<file path="config.mk">
export PLATFORM = sky130hd
export DESIGN_NAME = datetime_text_parser_validator
export DESIGN_NICKNAME = d
export VERILOG_FILES = /design/src/rtl/core/dtp_pkg.sv /design/src/rtl/core/dtp_front.sv /design/src/rtl/core/dtp_queue.sv /design/src/rtl/core/dtp_back.sv /design/src/rtl/core/datetime_text_parser_validator.sv
export SDC_FILE = /design/constraint.sdc
export NUM_CORES = 1
export LEC_CHECK = 0
export ABC_CLOCK_PERIOD_IN_PS = 7680
export BUFFER_PORTS_ARGS = -buffer_cell sky130_fd_sc_hd__buf_2
export CAP_MARGIN = 0
export CORE_UTILIZATION = 65
export CTS_BUF_LIST = sky130_fd_sc_hd__clkbuf_8
export DETAILED_ROUTE_END_ITERATION = 6
export PLACE_DENSITY = 0.81
export SYNTH_ARGS = -nofsm -noshare
export SYNTH_HDL_FRONTEND = slang
export SYNTH_HIERARCHICAL = 1
export SYNTH_SLANG_ARGS = --single-unit
</file>
<file path="constraint.sdc">
create_clock -name clock -period 7.68 [get_ports clock]
set_input_delay 1.536 -clock clock [delete_from_list [all_inputs] [get_ports clock]]
set_output_delay 1.536 -clock clock [all_outputs]
set_load 0.02 [all_outputs]
</file>
<file path="src/rtl/core/dtp_pkg.sv">
// ----------------------------------------------------------------------------
// Date-time text parser package
// Shared payload types, text layout constants and small helper functions.
// ----------------------------------------------------------------------------
package dtp_pkg;

   localparam int PosWidth = 5;
   localparam int AccWidth = 7;
   localparam int YearWideWidth = 14;

   // Byte positions inside the text YYYY-MM-DD HH:MM:SS.
   localparam logic [PosWidth-1:0] PosYearHighEnd = 5'd1;
   localparam logic [PosWidth-1:0] PosYearLowEnd  = 5'd3;
   localparam logic [PosWidth-1:0] PosDash1       = 5'd4;
   localparam logic [PosWidth-1:0] PosMonthEnd    = 5'd6;
   localparam logic [PosWidth-1:0] PosDash2       = 5'd7;
   localparam logic [PosWidth-1:0] PosDayEnd      = 5'd9;
   localparam logic [PosWidth-1:0] PosSpace       = 5'd10;
   localparam logic [PosWidth-1:0] PosHourEnd     = 5'd12;
   localparam logic [PosWidth-1:0] PosColon1      = 5'd13;
   localparam logic [PosWidth-1:0] PosMinuteEnd   = 5'd15;
   localparam logic [PosWidth-1:0] PosColon2      = 5'd16;
   localparam logic [PosWidth-1:0] PosLast        = 5'd18;
   localparam logic [PosWidth-1:0] TextLen        = 5'd19;
   localparam logic [PosWidth-1:0] PosMax         = 5'd31;

   localparam logic [7:0] CharDash  = 8'h2D;
   localparam logic [7:0] CharSpace = 8'h20;
   localparam logic [7:0] CharColon = 8'h3A;
   localparam logic [7:0] CharZero  = 8'h30;
   localparam logic [7:0] CharNine  = 8'h39;

   localparam logic [YearWideWidth-1:0] YearMax = 14'd2099;
   localparam logic [YearWideWidth-1:0] Century = 14'd100;

   localparam int QueueDepthDefault = 2;

   typedef struct packed {
      logic [7:0] char_in;
      logic       is_last;
   } req_type;

   typedef struct packed {
      logic        valid_res;
      logic [11:0] year_out;
      logic [3:0]  month_out;
      logic [4:0]  day_out;
      logic [4:0]  hour_out;
      logic [5:0]  minute_out;
      logic [5:0]  second_out;
   } rsp_type;

   // One parsed text waiting for range checks.
   typedef struct packed {
      logic                format_ok;
      logic [AccWidth-1:0] year_high;
      logic [AccWidth-1:0] year_low;
      logic [AccWidth-1:0] month;
      logic [AccWidth-1:0] day;
      logic [AccWidth-1:0] hour;
      logic [AccWidth-1:0] minute;
      logic [AccWidth-1:0] second;
   } record_type;

   function automatic logic [AccWidth-1:0] push_digit(input logic [AccWidth-1:0] acc,
                                                      input logic [3:0] digit);
      logic [AccWidth+3:0] sum;
      sum = {1'b0, acc, 3'b000} + {3'b000, acc, 1'b0} + {{AccWidth{1'b0}}, digit};
      return sum[AccWidth-1:0];
   endfunction

   function automatic logic [4:0] days_in(input logic [AccWidth-1:0] month,
                                          input logic leap);
      logic [4:0] days;
      case (month)
         7'd2:    days = leap ? 5'd29 : 5'd28;
         7'd4:    days = 5'd30;
         7'd6:    days = 5'd30;
         7'd9:    days = 5'd30;
         7'd11:   days = 5'd30;
         default: days = 5'd31;
      endcase
      return days;
   endfunction

endpackage

</file>
<file path="src/rtl/core/dtp_front.sv">
// ----------------------------------------------------------------------------
// Date-time text parser front end
// Accepts characters, checks separators and digits, accumulates the fields.
// ----------------------------------------------------------------------------
module dtp_front (
   input  logic                clock,
   input  logic                reset,
   input  logic                req_valid,
   output logic                req_ready,
   input  dtp_pkg::req_type    req_data,
   input  logic                queue_full,
   output logic                push,
   output dtp_pkg::record_type push_data
);

   logic [dtp_pkg::PosWidth-1:0] pos_ff, pos_in;
   logic [dtp_pkg::AccWidth-1:0] yh_ff, yh_in, yl_ff, yl_in, mo_ff, mo_in, dy_ff, dy_in;
   logic [dtp_pkg::AccWidth-1:0] hr_ff, hr_in, mi_ff, mi_in, se_ff, se_in;
   logic                         err_ff, err_in;

   logic [dtp_pkg::AccWidth-1:0] yh_u, yl_u, mo_u, dy_u, hr_u, mi_u, se_u;
   logic                         err_u;
   logic                         accept, is_digit;
   logic [7:0]                   ch;
   logic [3:0]                   dv;

   assign req_ready = !queue_full;
   assign accept    = req_valid && req_ready;
   assign ch        = req_data.char_in;
   assign is_digit  = (ch >= dtp_pkg::CharZero) && (ch <= dtp_pkg::CharNine);
   assign dv        = ch[3:0];

   always_comb begin
      yh_u  = yh_ff;
      yl_u  = yl_ff;
      mo_u  = mo_ff;
      dy_u  = dy_ff;
      hr_u  = hr_ff;
      mi_u  = mi_ff;
      se_u  = se_ff;
      err_u = err_ff;
      if (pos_ff >= dtp_pkg::TextLen) begin
         err_u = 1'b1;
      end else if (pos_ff == dtp_pkg::PosDash1 || pos_ff == dtp_pkg::PosDash2) begin
         if (ch != dtp_pkg::CharDash) err_u = 1'b1;
      end else if (pos_ff == dtp_pkg::PosSpace) begin
         if (ch != dtp_pkg::CharSpace) err_u = 1'b1;
      end else if (pos_ff == dtp_pkg::PosColon1 || pos_ff == dtp_pkg::PosColon2) begin
         if (ch != dtp_pkg::CharColon) err_u = 1'b1;
      end else if (!is_digit) begin
         err_u = 1'b1;
      end else if (pos_ff <= dtp_pkg::PosYearHighEnd) begin
         yh_u = dtp_pkg::push_digit(yh_ff, dv);
      end else if (pos_ff <= dtp_pkg::PosYearLowEnd) begin
         yl_u = dtp_pkg::push_digit(yl_ff, dv);
      end else if (pos_ff <= dtp_pkg::PosMonthEnd) begin
         mo_u = dtp_pkg::push_digit(mo_ff, dv);
      end else if (pos_ff <= dtp_pkg::PosDayEnd) begin
         dy_u = dtp_pkg::push_digit(dy_ff, dv);
      end else if (pos_ff <= dtp_pkg::PosHourEnd) begin
         hr_u = dtp_pkg::push_digit(hr_ff, dv);
      end else if (pos_ff <= dtp_pkg::PosMinuteEnd) begin
         mi_u = dtp_pkg::push_digit(mi_ff, dv);
      end else begin
         se_u = dtp_pkg::push_digit(se_ff, dv);
      end
   end

   always_comb begin
      pos_in = pos_ff;
      yh_in  = yh_ff;
      yl_in  = yl_ff;
      mo_in  = mo_ff;
      dy_in  = dy_ff;
      hr_in  = hr_ff;
      mi_in  = mi_ff;
      se_in  = se_ff;
      err_in = err_ff;
      if (accept && req_data.is_last) begin
         // The text is complete: start over for the next one.
         pos_in = '0;
         yh_in  = '0;
         yl_in  = '0;
         mo_in  = '0;
         dy_in  = '0;
         hr_in  = '0;
         mi_in  = '0;
         se_in  = '0;
         err_in = 1'b0;
      end else if (accept) begin
         pos_in = (pos_ff == dtp_pkg::PosMax) ? pos_ff : pos_ff + 5'd1;
         yh_in  = yh_u;
         yl_in  = yl_u;
         mo_in  = mo_u;
         dy_in  = dy_u;
         hr_in  = hr_u;
         mi_in  = mi_u;
         se_in  = se_u;
         err_in = err_u;
      end
   end

   assign push                = accept && req_data.is_last;
   assign push_data.format_ok = !err_u && (pos_ff == dtp_pkg::PosLast);
   assign push_data.year_high = yh_u;
   assign push_data.year_low  = yl_u;
   assign push_data.month     = mo_u;
   assign push_data.day       = dy_u;
   assign push_data.hour      = hr_u;
   assign push_data.minute    = mi_u;
   assign push_data.second    = se_u;

   always_ff @(posedge clock) begin
      if (reset) begin
         pos_ff <= '0;
         yh_ff  <= '0;
         yl_ff  <= '0;
         mo_ff  <= '0;
         dy_ff  <= '0;
         hr_ff  <= '0;
         mi_ff  <= '0;
         se_ff  <= '0;
         err_ff <= 1'b0;
      end else begin
         pos_ff <= pos_in;
         yh_ff  <= yh_in;
         yl_ff  <= yl_in;
         mo_ff  <= mo_in;
         dy_ff  <= dy_in;
         hr_ff  <= hr_in;
         mi_ff  <= mi_in;
         se_ff  <= se_in;
         err_ff <= err_in;
      end
   end

endmodule

</file>
<file path="src/rtl/core/dtp_queue.sv">
// ----------------------------------------------------------------------------
// Date-time text parser record queue
// Small FIFO of parsed records between the front end and the checker.
// ----------------------------------------------------------------------------
module dtp_queue #(
   parameter int Depth = dtp_pkg::QueueDepthDefault
) (
   input  logic                clock,
   input  logic                reset,
   input  logic                push,
   input  dtp_pkg::record_type push_data,
   input  logic                pop,
   output logic                not_empty,
   output logic                full,
   output dtp_pkg::record_type head_data
);

   localparam int PtrWidth = (Depth > 1) ? $clog2(Depth) : 1;
   localparam int CntWidth = $clog2(Depth + 1);
   localparam logic [PtrWidth-1:0] LastIdx = PtrWidth'(Depth - 1);
   localparam logic [CntWidth-1:0] FullCnt = CntWidth'(Depth);

   dtp_pkg::record_type  mem_ff [Depth];
   logic [PtrWidth-1:0]  wr_ff, wr_in, rd_ff, rd_in;
   logic [CntWidth-1:0]  cnt_ff, cnt_in;

   assign not_empty = (cnt_ff != '0);
   assign full      = (cnt_ff == FullCnt);
   assign head_data = mem_ff[rd_ff];

   always_comb begin
      wr_in  = wr_ff;
      rd_in  = rd_ff;
      cnt_in = cnt_ff;
      if (push) begin
         wr_in = (wr_ff == LastIdx) ? '0 : wr_ff + PtrWidth'(1);
      end
      if (pop) begin
         rd_in = (rd_ff == LastIdx) ? '0 : rd_ff + PtrWidth'(1);
      end
      if (push && !pop) begin
         cnt_in = cnt_ff + CntWidth'(1);
      end else if (pop && !push) begin
         cnt_in = cnt_ff - CntWidth'(1);
      end
   end

   always_ff @(posedge clock) begin
      if (push) begin
         mem_ff[wr_ff] <= push_data;
      end
   end

   always_ff @(posedge clock) begin
      if (reset) begin
         wr_ff  <= '0;
         rd_ff  <= '0;
         cnt_ff <= '0;
      end else begin
         wr_ff  <= wr_in;
         rd_ff  <= rd_in;
         cnt_ff <= cnt_in;
      end
   end

   a_cnt_bound: assert property (@(posedge clock) disable iff (reset)
      cnt_ff <= FullCnt)
      else $error("record queue count exceeds its depth");

   a_no_overflow: assert property (@(posedge clock) disable iff (reset)
      !(push && full))
      else $error("record pushed into a full queue");

   a_no_underflow: assert property (@(posedge clock) disable iff (reset)
      pop |-> not_empty)
      else $error("record popped from an empty queue");

   a_push_seen: assert property (@(posedge clock) disable iff (reset)
      (push && !pop) |=> not_empty)
      else $error("pushed record not visible at the queue head");

endmodule

</file>
<file path="src/rtl/core/dtp_back.sv">
// ----------------------------------------------------------------------------
// Date-time text parser back end
// Range-checks one parsed record and holds the result until it is taken.
// ----------------------------------------------------------------------------
module dtp_back (
   input  logic                clock,
   input  logic                reset,
   input  logic                rec_valid,
   input  dtp_pkg::record_type rec_data,
   output logic                pop,
   output logic                rsp_valid,
   input  logic                rsp_ready,
   output dtp_pkg::rsp_type    rsp_data
);

   logic                              rsp_valid_ff, rsp_valid_in;
   dtp_pkg::rsp_type                  rsp_ff, rsp_in;
   logic [dtp_pkg::YearWideWidth-1:0] year;
   logic                              leap, ok;

   assign pop  = rec_valid && (!rsp_valid_ff || rsp_ready);

   // Year = high * 100 + low. Both halves are two-digit values whenever the
   // format passed, so the leap rule reduces to checks on the two halves.
   assign year = dtp_pkg::YearWideWidth'(rec_data.year_high) * dtp_pkg::Century
               + dtp_pkg::YearWideWidth'(rec_data.year_low);
   assign leap = (rec_data.year_low[1:0] == 2'b00)
              && ((rec_data.year_low != '0) || (rec_data.year_high[1:0] == 2'b00));

   always_comb begin
      ok = rec_data.format_ok
        && (year != '0) && (year <= dtp_pkg::YearMax)
        && (rec_data.month >= 7'd1) && (rec_data.month <= 7'd12)
        && (rec_data.day >= 7'd1)
        && (rec_data.day <= {2'b00, dtp_pkg::days_in(rec_data.month, leap)})
        && (rec_data.hour <= 7'd23)
        && (rec_data.minute <= 7'd59)
        && (rec_data.second <= 7'd59);
      rsp_in.valid_res  = ok;
      rsp_in.year_out   = ok ? year[11:0] : '0;
      rsp_in.month_out  = ok ? rec_data.month[3:0] : '0;
      rsp_in.day_out    = ok ? rec_data.day[4:0] : '0;
      rsp_in.hour_out   = ok ? rec_data.hour[4:0] : '0;
      rsp_in.minute_out = ok ? rec_data.minute[5:0] : '0;
      rsp_in.second_out = ok ? rec_data.second[5:0] : '0;
   end

   always_comb begin
      rsp_valid_in = rsp_valid_ff;
      if (pop) begin
         rsp_valid_in = 1'b1;
      end else if (rsp_ready) begin
         rsp_valid_in = 1'b0;
      end
   end

   always_ff @(posedge clock) begin
      if (reset) begin
         rsp_valid_ff <= 1'b0;
      end else begin
         rsp_valid_ff <= rsp_valid_in;
      end
   end

   always_ff @(posedge clock) begin
      if (pop) begin
         rsp_ff <= rsp_in;
      end
   end

   assign rsp_valid = rsp_valid_ff;
   assign rsp_data  = rsp_ff;

   a_invalid_zero: assert property (@(posedge clock) disable iff (reset)
      (rsp_valid_ff && !rsp_ff.valid_res) |-> (rsp_ff.year_out == '0
         && rsp_ff.month_out == '0 && rsp_ff.day_out == '0 && rsp_ff.hour_out == '0
         && rsp_ff.minute_out == '0 && rsp_ff.second_out == '0))
      else $error("invalid result carries nonzero fields");

   a_valid_month: assert property (@(posedge clock) disable iff (reset)
      (rsp_valid_ff && rsp_ff.valid_res) |-> (rsp_ff.month_out != '0
         && rsp_ff.day_out != '0 && rsp_ff.year_out != '0))
      else $error("valid result with a zero year, month or day");

   a_pop_loads: assert property (@(posedge clock) disable iff (reset)
      pop |=> rsp_valid_ff)
      else $error("popped record did not reach the result register");

endmodule

</file>
<file path="src/rtl/core/datetime_text_parser_validator.sv">
// ----------------------------------------------------------------------------
// Date-time text parser and validator
// Parses YYYY-MM-DD HH:MM:SS text one character per item and checks it.
// ----------------------------------------------------------------------------
// The block takes one ASCII character per item, with is_last set on the final
// character of a text, and sustains one character per clock cycle while
// its queue is not full. Each text yields exactly one result. The front end
// folds the character into the running fields in the cycle it is accepted.
// The completed record is written into a small queue and, once the output
// register is free, the back end range-checks it (year 1..2099, month
// 1..12, day within the month with the Gregorian leap rule, hour 0..23,
// minute and second 0..59) and loads the result into that register, from
// which it goes valid on the result port. A result that fails any check,
// including a wrong length, a wrong separator or a non-digit, reports
// valid_res low with all fields zero. Characters keep flowing while results
// wait; the block stops taking characters only when QueueDepth parsed texts
// are waiting for a result slot.
// ----------------------------------------------------------------------------
module datetime_text_parser_validator #(
   parameter int QueueDepth = dtp_pkg::QueueDepthDefault
) (
   input  logic             clock,
   input  logic             reset,
   input  logic             req_valid,
   output logic             req_ready,
   input  dtp_pkg::req_type req_data,
   output logic             rsp_valid,
   input  logic             rsp_ready,
   output dtp_pkg::rsp_type rsp_data
);

   // Record path between the front end, the queue and the back end.
   logic                push;
   dtp_pkg::record_type push_data;
   logic                pop;
   logic                queue_not_empty;
   logic                queue_full;
   dtp_pkg::record_type head_data;

   // The front end checks each character against its position in the text
   // and pushes one record per completed text.
   dtp_front u_front (
      .clock      (clock),
      .reset      (reset),
      .req_valid  (req_valid),
      .req_ready  (req_ready),
      .req_data   (req_data),
      .queue_full (queue_full),
      .push       (push),
      .push_data  (push_data)
   );

   // The queue lets the front end keep accepting while a result is stalled.
   dtp_queue #(
      .Depth (QueueDepth)
   ) u_queue (
      .clock     (clock),
      .reset     (reset),
      .push      (push),
      .push_data (push_data),
      .pop       (pop),
      .not_empty (queue_not_empty),
      .full      (queue_full),
      .head_data (head_data)
   );

   // The back end applies the calendar and clock range checks.
   dtp_back u_back (
      .clock     (clock),
      .reset     (reset),
      .rec_valid (queue_not_empty),
      .rec_data  (head_data),
      .pop       (pop),
      .rsp_valid (rsp_valid),
      .rsp_ready (rsp_ready),
      .rsp_data  (rsp_data)
   );

endmodule

</file>
---- Word-level counts from Yosys, hierarchy flattened ----
Memories as Yosys holds them, arrays and structs flattened. A register that Yosys moved wholly into a read port is not among the register bits.
Index checks and enable logic that the tools add are counted.
Widths: inputs -> output; s select.
operators by class
  add/subtract/negate cells ............... 20
  multiplexer cells ....................... 82
  reduce and logical (&&, ||, !) cells .... 36
  bitwise operators ....................... 1
  equal/unequal tests ..................... 16
  multiply operators ...................... 1
  order comparisons ....................... 17
operators by type and width
  operator              count
  $mux 7                62
  $add 7x4->7           7
  $add 7x7->7           7
  $ne 8x6->1 const B    3
  $logic_and 1x1->1     17
  $mux 1                17
  $eq 5x5->1 const B    3
  $le 5x4->1 const B    3
  $add 14x7->14         1
  $eq 7x3->1 const B    2
  $eq 7x4->1 const B    2
  $ge 7x1->1 const B    2
  $le 14x12->1 const B  1
  $le 7x6->1 const B    2
  $reduce_bool 14->1    1
  $mul 7x5->12 const B  1
  $eq 5x3->1 const B    2
  $eq 5x4->1 const B    2
  $pmux 5 s2            1
  $ge 8x6->1 const B    1
  $le 8x6->1 const B    1
  $eq 7x2->1 const B    1
  $le 7x4->1 const B    1
  $le 7x5->1            1
  other kinds (20)      32
storage, ports and cells
  bits in writable memories ............... 100
  bits in registers ....................... 99
  word-level logic and storage cells ...... 194
  output and inout port bits .............. 41
  memories ................................ 1
  input bits .............................. 13
memories
  memory          depth  width  rd ports  clocked after Yosys merged registers in  wr ports  RTL line         source
  u_queue.mem_ff  2      50     1         1                                        1         dtp_queue.sv:23  dtp_pkg::record_type mem_ff [Depth];

---- Longest topological paths before layout ----
  word-level depth ........................ 13
  depth in mapped cells ................... 18
  mapped depth without buffers ............ 14

---- Modules after synthesis ----
Netlist, hierarchy kept.
modules (own cells, without submodules)
  module     times used  area each (µm²)  sequential area each (µm²)  cells each
  dtp_front  1           4840.9           1101.1                      537
  dtp_queue  1           3818.7           3103.0                      178
  dtp_back   1           2927.8           1191.1                      273

---- Least setup slack after synthesis ----
No wires, ideal clock.
  kind .................................... input port to flip-flop
  from .................................... input rsp_ready
  to ...................................... register u_queue.cnt_ff[1]
  required time ........................... 7.610 ns
  path buffers ............................ 0
  slack ................................... 1.972 ns
  arrival ................................. 5.638 ns
  setup time .............................. 0.070 ns
  stages on the path ...................... 6
  cell sequence ........................... inv_1 > a21boi_0 > inv_1 > ha_1 > or3_1 > a21oi_1
between the ends
  word-level cells in the longest chain between the ends .. 5
  elaborated cells on any way between the ends .. 7
  those cells by class .................... mux (1); reduce/logical (6)
RTL lines
  element                                             RTL line                              source
  start: declaration                                  datetime_text_parser_validator.sv:28  input logic rsp_ready,
  $logic_or 1x1->1 (*)                                dtp_back.sv:21                        assign pop = rec_valid && (!rsp_valid_ff || rsp_ready);
  $logic_and 1x1->1 (*)                               dtp_back.sv:21
  named net pop                                       datetime_text_parser_validator.sv:35  logic pop;
  $logic_not 1->1                                     dtp_queue.sv:41                       if (push && !pop) begin
  $logic_and 1x1->1                                   dtp_queue.sv:41
  $mux 2 / $reduce_bool 2->1 (equally long branches)  --
  end signal: assignment                              dtp_queue.sv:62                       cnt_ff <= cnt_in;
  end: declaration                                    dtp_queue.sv:25                       logic [CntWidth-1:0] cnt_ff, cnt_in;
The timed path passes the listed nets; every way through them passes the cells marked *.
A chain may end at the register's enable or synchronous reset.

==> impl_results.md <==
* Outcome: finished, final reports clean
* Path type of the worst min-delay path: reg -> reg
* # setup viols final at 0
* Skew-Pair Late Insertion Delay at 0.47 ns
* Post-synth top cells: sky130_fd_sc_hd__edfxtp_1 (139), sky130_fd_sc_hd__ha_1 (96), sky130_fd_sc_hd__mux2_2 (83), sky130_fd_sc_hd__inv_1 (82), sky130_fd_sc_hd__dfxtp_1 (61)
* Global routing met2 resource utilization at 0.408
* Primary flip-flop cell chosen by synthesis mapping: sky130_fd_sc_hd__edfxtp_1
* Fill count at 1,204
* # Max-Cap Violations at 0
* Maximum achievable frequency at 197 MHz
* Layout cells sized above 1 at 0.206
* Average routed wire per standard cell at 17.5 um
* Library cell with the highest instance count after synthesis: sky130_fd_sc_hd__edfxtp_1
* Core area at 17,400 sq um
* Pleak at 5.01 nW
* Main area contributors after synthesis: sky130_fd_sc_hd__edfxtp_1 (36%), sky130_fd_sc_hd__dfxtp_1 (11%), sky130_fd_sc_hd__ha_1 (10%)
* Starting DRC count in detailed routing at 448
* Sw Pwr at 1.69 mW
* Final core area utilization at 0.716
* Net count reported at finish at 1,151
* Final critical-path share of the clock period at 0.662
* Slowest cell on crit path: sky130_fd_sc_hd__mux2i_4
* Gr busiest metal: met2
* Effective utilization at floorplan at 0.668
* Width of the die at 136 um
* Cell area after synthesis at 11,600 sq um
* Distinct cell type count after synthesis at 77
* Port Buffers at 53
* Fin Hold WS at 0.488 ns
* Vias/cell at 5.97
* Highest cell delay on the worst timing path at 1.03 ns
* Number of setup buffers added after CTS at 0
* Critical path launch point type: register
* Flip-flop and latch area at 5400 sq um
* Count of clock tree sinks at 200
* Flops & latches, synth at 200
* Proportion of netlist area held by the largest area contributor at 0.360
* Number of antenna violations at the first check in global routing at 0
* Fraction of the yosys area taken by sequential cells at 0.466
* Clock Pin Slew Worst Setup and Hold Paths at 0.11 ns
* Yosys top cell by area: sky130_fd_sc_hd__edfxtp_1
* Fraction of registers with async set or reset after synthesis at 0
* Synthesized area per cell at 11.7 sq um
* Sequential fraction of design power at 0.340
* Overall global routing resource usage at 0.254
* Required arrival time at the worst endpoint at 7.83 ns
* Wire length reported by the detailed router at 22,100 um
* Combinational share of power at 0.485
* Number of hold-slack violations in the final timing report at 0
* Post-route minimum period at 5.08 ns
* Share of total power in the clock network at 0.175
* Cell Chain, Critical Path: mux2_2 -> ha_1 -> ha_1 -> fa_1 -> ha_1 -> and3_1 -> a221oi_2 -> o21bai_1 -> a21oi_1 -> xor2_1 -> mux2i_4 -> nor4_1
* Transition at the pin with the smallest max-transition slack at 1.21 ns
* Height of the die at 136 um
* Post-Synthesis Cells at 988
* Signed area change from the synthesized netlist to the final layout at 7.22%
* Total internal power at 2.28 mW
* Post-synthesis net count at 1,114
* Clock tree skew after final layout at 0.0233 ns
* Top delay family on crit path: adder cells
* Post-detailed-placement cell area at 12,000 sq um
* Cell area power density at 319 nW/um^2
* Post-synth EDFFs at 139
* Inserted Diodes at 0
* Maximum number of pins on one net before global-route repair at 51
* Clock tree from TritonCTS: yes
* Routing usage on met1 at 0.359
* Count of pins over their slew limit at 0
* Number of top-level pins at 54
* Design area at 12,400 sq um
* DRC errors left at 0
* Worst slew margin relative to its limit at 0.177
* Total number of placement rows at 48
* Global-route congestion overflow total at 0
* Bufs on Longest Clock Path at 2
* Hold buffers post-CTS at 0
* Path type of the worst setup path: reg -> reg
* Post-detailed-route count of antenna-violating nets at 0
* Crit path capture type: register
* Largest driver fanout on the critical path at 39
* CTS Root Buffer Type: sky130_fd_sc_hd__clkbuf_8
* Cell mode on critical path: sky130_fd_sc_hd__ha_1
* Warning count from the yosys run at 6
* First-pass iteration count of the detailed router at 5
* Crit path DAT at 5.23 ns
* HPWL Detailed at 15,600 um
* Number of cells in the finished layout apart from fillers at 1,263
* Met3 track demand over resource in global routing at 0.0344
* Vias in the first global route at 7,148
* Aggregate negative setup slack at 0 ns
* Area taken by multi-input logic gates at 5690 sq um
* Total via count after detailed routing at 7,541
* Wire length of the first global-routing pass at 35,600 um
* Post-cts gate resize count at 0
* Unrepaired setup endpoints after global routing: no
* Cell Count Post-Placement at 1,231
* Total clock buffers created by CTS at 17
* Buffers plus inverters on the worst setup path at 0
* Die area at 18,400 sq um
* Sw Ratio at 0.427
* Maximum VDD drop at 661 uV
* Routability congestion estimate at 0.843
* H-tree level count at 4
-- cell usage in the layout (no fill, tap or decap), types with 3 or more instances in the layout --
cell                          n
sky130_fd_sc_hd__a211oi_1    11
sky130_fd_sc_hd__a21o_1      16
sky130_fd_sc_hd__a21oi_1     59
sky130_fd_sc_hd__a31o_2       4
sky130_fd_sc_hd__a31oi_1      3
sky130_fd_sc_hd__and2_1       3
sky130_fd_sc_hd__and3_1       6
sky130_fd_sc_hd__and4b_1      4
sky130_fd_sc_hd__buf_2       53
sky130_fd_sc_hd__buf_4        7
sky130_fd_sc_hd__clkbuf_8    17
sky130_fd_sc_hd__clkinv_8     5
sky130_fd_sc_hd__dfxtp_1     60
sky130_fd_sc_hd__edfxtp_1   139
sky130_fd_sc_hd__fa_1        17
sky130_fd_sc_hd__ha_1        96
sky130_fd_sc_hd__inv_1       82
sky130_fd_sc_hd__mux2_1       4
sky130_fd_sc_hd__mux2_2      83
sky130_fd_sc_hd__mux2i_1     17
sky130_fd_sc_hd__nand2_1     26
sky130_fd_sc_hd__nand2b_1    10
sky130_fd_sc_hd__nand3_1     28
sky130_fd_sc_hd__nand3b_1     4
sky130_fd_sc_hd__nand4_1     10
sky130_fd_sc_hd__nand4bb_1    3
sky130_fd_sc_hd__nor2_1      49
sky130_fd_sc_hd__nor2b_1      9
sky130_fd_sc_hd__nor3_1       7
sky130_fd_sc_hd__nor4_1      28
sky130_fd_sc_hd__nor4_2       8
sky130_fd_sc_hd__o211ai_1     5
sky130_fd_sc_hd__o21ai_0     36
sky130_fd_sc_hd__o31ai_1      6
sky130_fd_sc_hd__or2_2        5
sky130_fd_sc_hd__or4_1        4
sky130_fd_sc_hd__xnor2_1     39
sky130_fd_sc_hd__xor2_1      15
-- registers in the layout, indices dropped and copies added (netlist names), named ones only --
register          cells
u_back/rsp_data      39
u_back/rsp_valid      1
u_front/dy_ff         7
u_front/err_ff        1
u_front/hr_ff         7
u_front/mi_ff         7
u_front/mo_ff         7
u_front/pos_ff        5
u_front/se_ff         7
u_front/yh_ff         7
u_front/yl_ff         7
u_queue/cnt_ff        2
u_queue/mem_ff      100
u_queue/rd_ff         1
u_queue/wr_ff         1
-- layer usage --
layer  share of wire  vias up  wire, um
met5               0        -         0
li1                -     3705         -
met1            0.48     3599     10600
met3           0.046       23      1020
met4           0.015        0       322
met2            0.46      214     10200
-- worst paths after layout --
path / from / to / slack (ns) / cells past startpoint
worst max-delay path: register / u_back/rsp_data[34] / 2.60 / 12
worst min-delay path: u_front/se_ff[4] / u_front/se_ff[4] / 0.49 / 2
worst max register to register: register / u_back/rsp_data[34] / 2.60 / 12
worst min register to register: u_front/se_ff[4] / u_front/se_ff[4] / 0.49 / 2
-- layout make-up --
type                    count  area share
inverters                  82      0.0248
well taps                 225      0.0227
flip-flops and latches    200       0.434
multi-input cells         664       0.458
clock buffers              17      0.0188
clock inverters            15      0.0161
repair buffers             60      0.0256
-- tightest hold or removal path, stage by stage (launching register included) --
cell                      delay, ns
sky130_fd_sc_hd__dfxtp_1       0.34
sky130_fd_sc_hd__nand2_1       0.06
sky130_fd_sc_hd__a21oi_1       0.05
-- through the flow --
| stage | worst slack, ns | total power, mW |
|---|---|---|
| after floorplan | 1.97 | 2.96 |
| after global placement | 2.72 | 3.27 |
| after detailed placement | 2.65 | 3.28 |
| after CTS | 2.61 | 3.97 |
| after global routing | 2.25 | 4.20 |
| final | 2.60 | 3.97 |
-- cell families (layout without fill, tap and decap cells) --
| group | after synthesis | after routing | share of synthesized area |
|---|---|---|---|
| and+or+nand+nor | 223 | 223 | 0.116 |
| DFF | 200 | 200 | 0.466 |
| AOI/OAI and AO/OA | 166 | 166 | 0.0926 |
| buffers and inverters | 124 | 174 | 0.0464 |
| adders and majority gates | 113 | 113 | 0.133 |
| muxes | 106 | 106 | 0.102 |
| xor gates and xnor gates | 56 | 56 | 0.0442 |
-- power groups by stage --
stage | registers (mW) | logic, mW | clock network [mW]
floorplan | 1.45 | 1.51 | 0
global route | 1.36 | 2.10 | 0.736
global placement | 1.37 | 1.90 | 0
finish | 1.35 | 1.93 | 0.693
detailed placement | 1.38 | 1.90 | 0
CTS | 1.35 | 1.92 | 0.705
No activity file was read; power rests on OpenSTA's default activity.
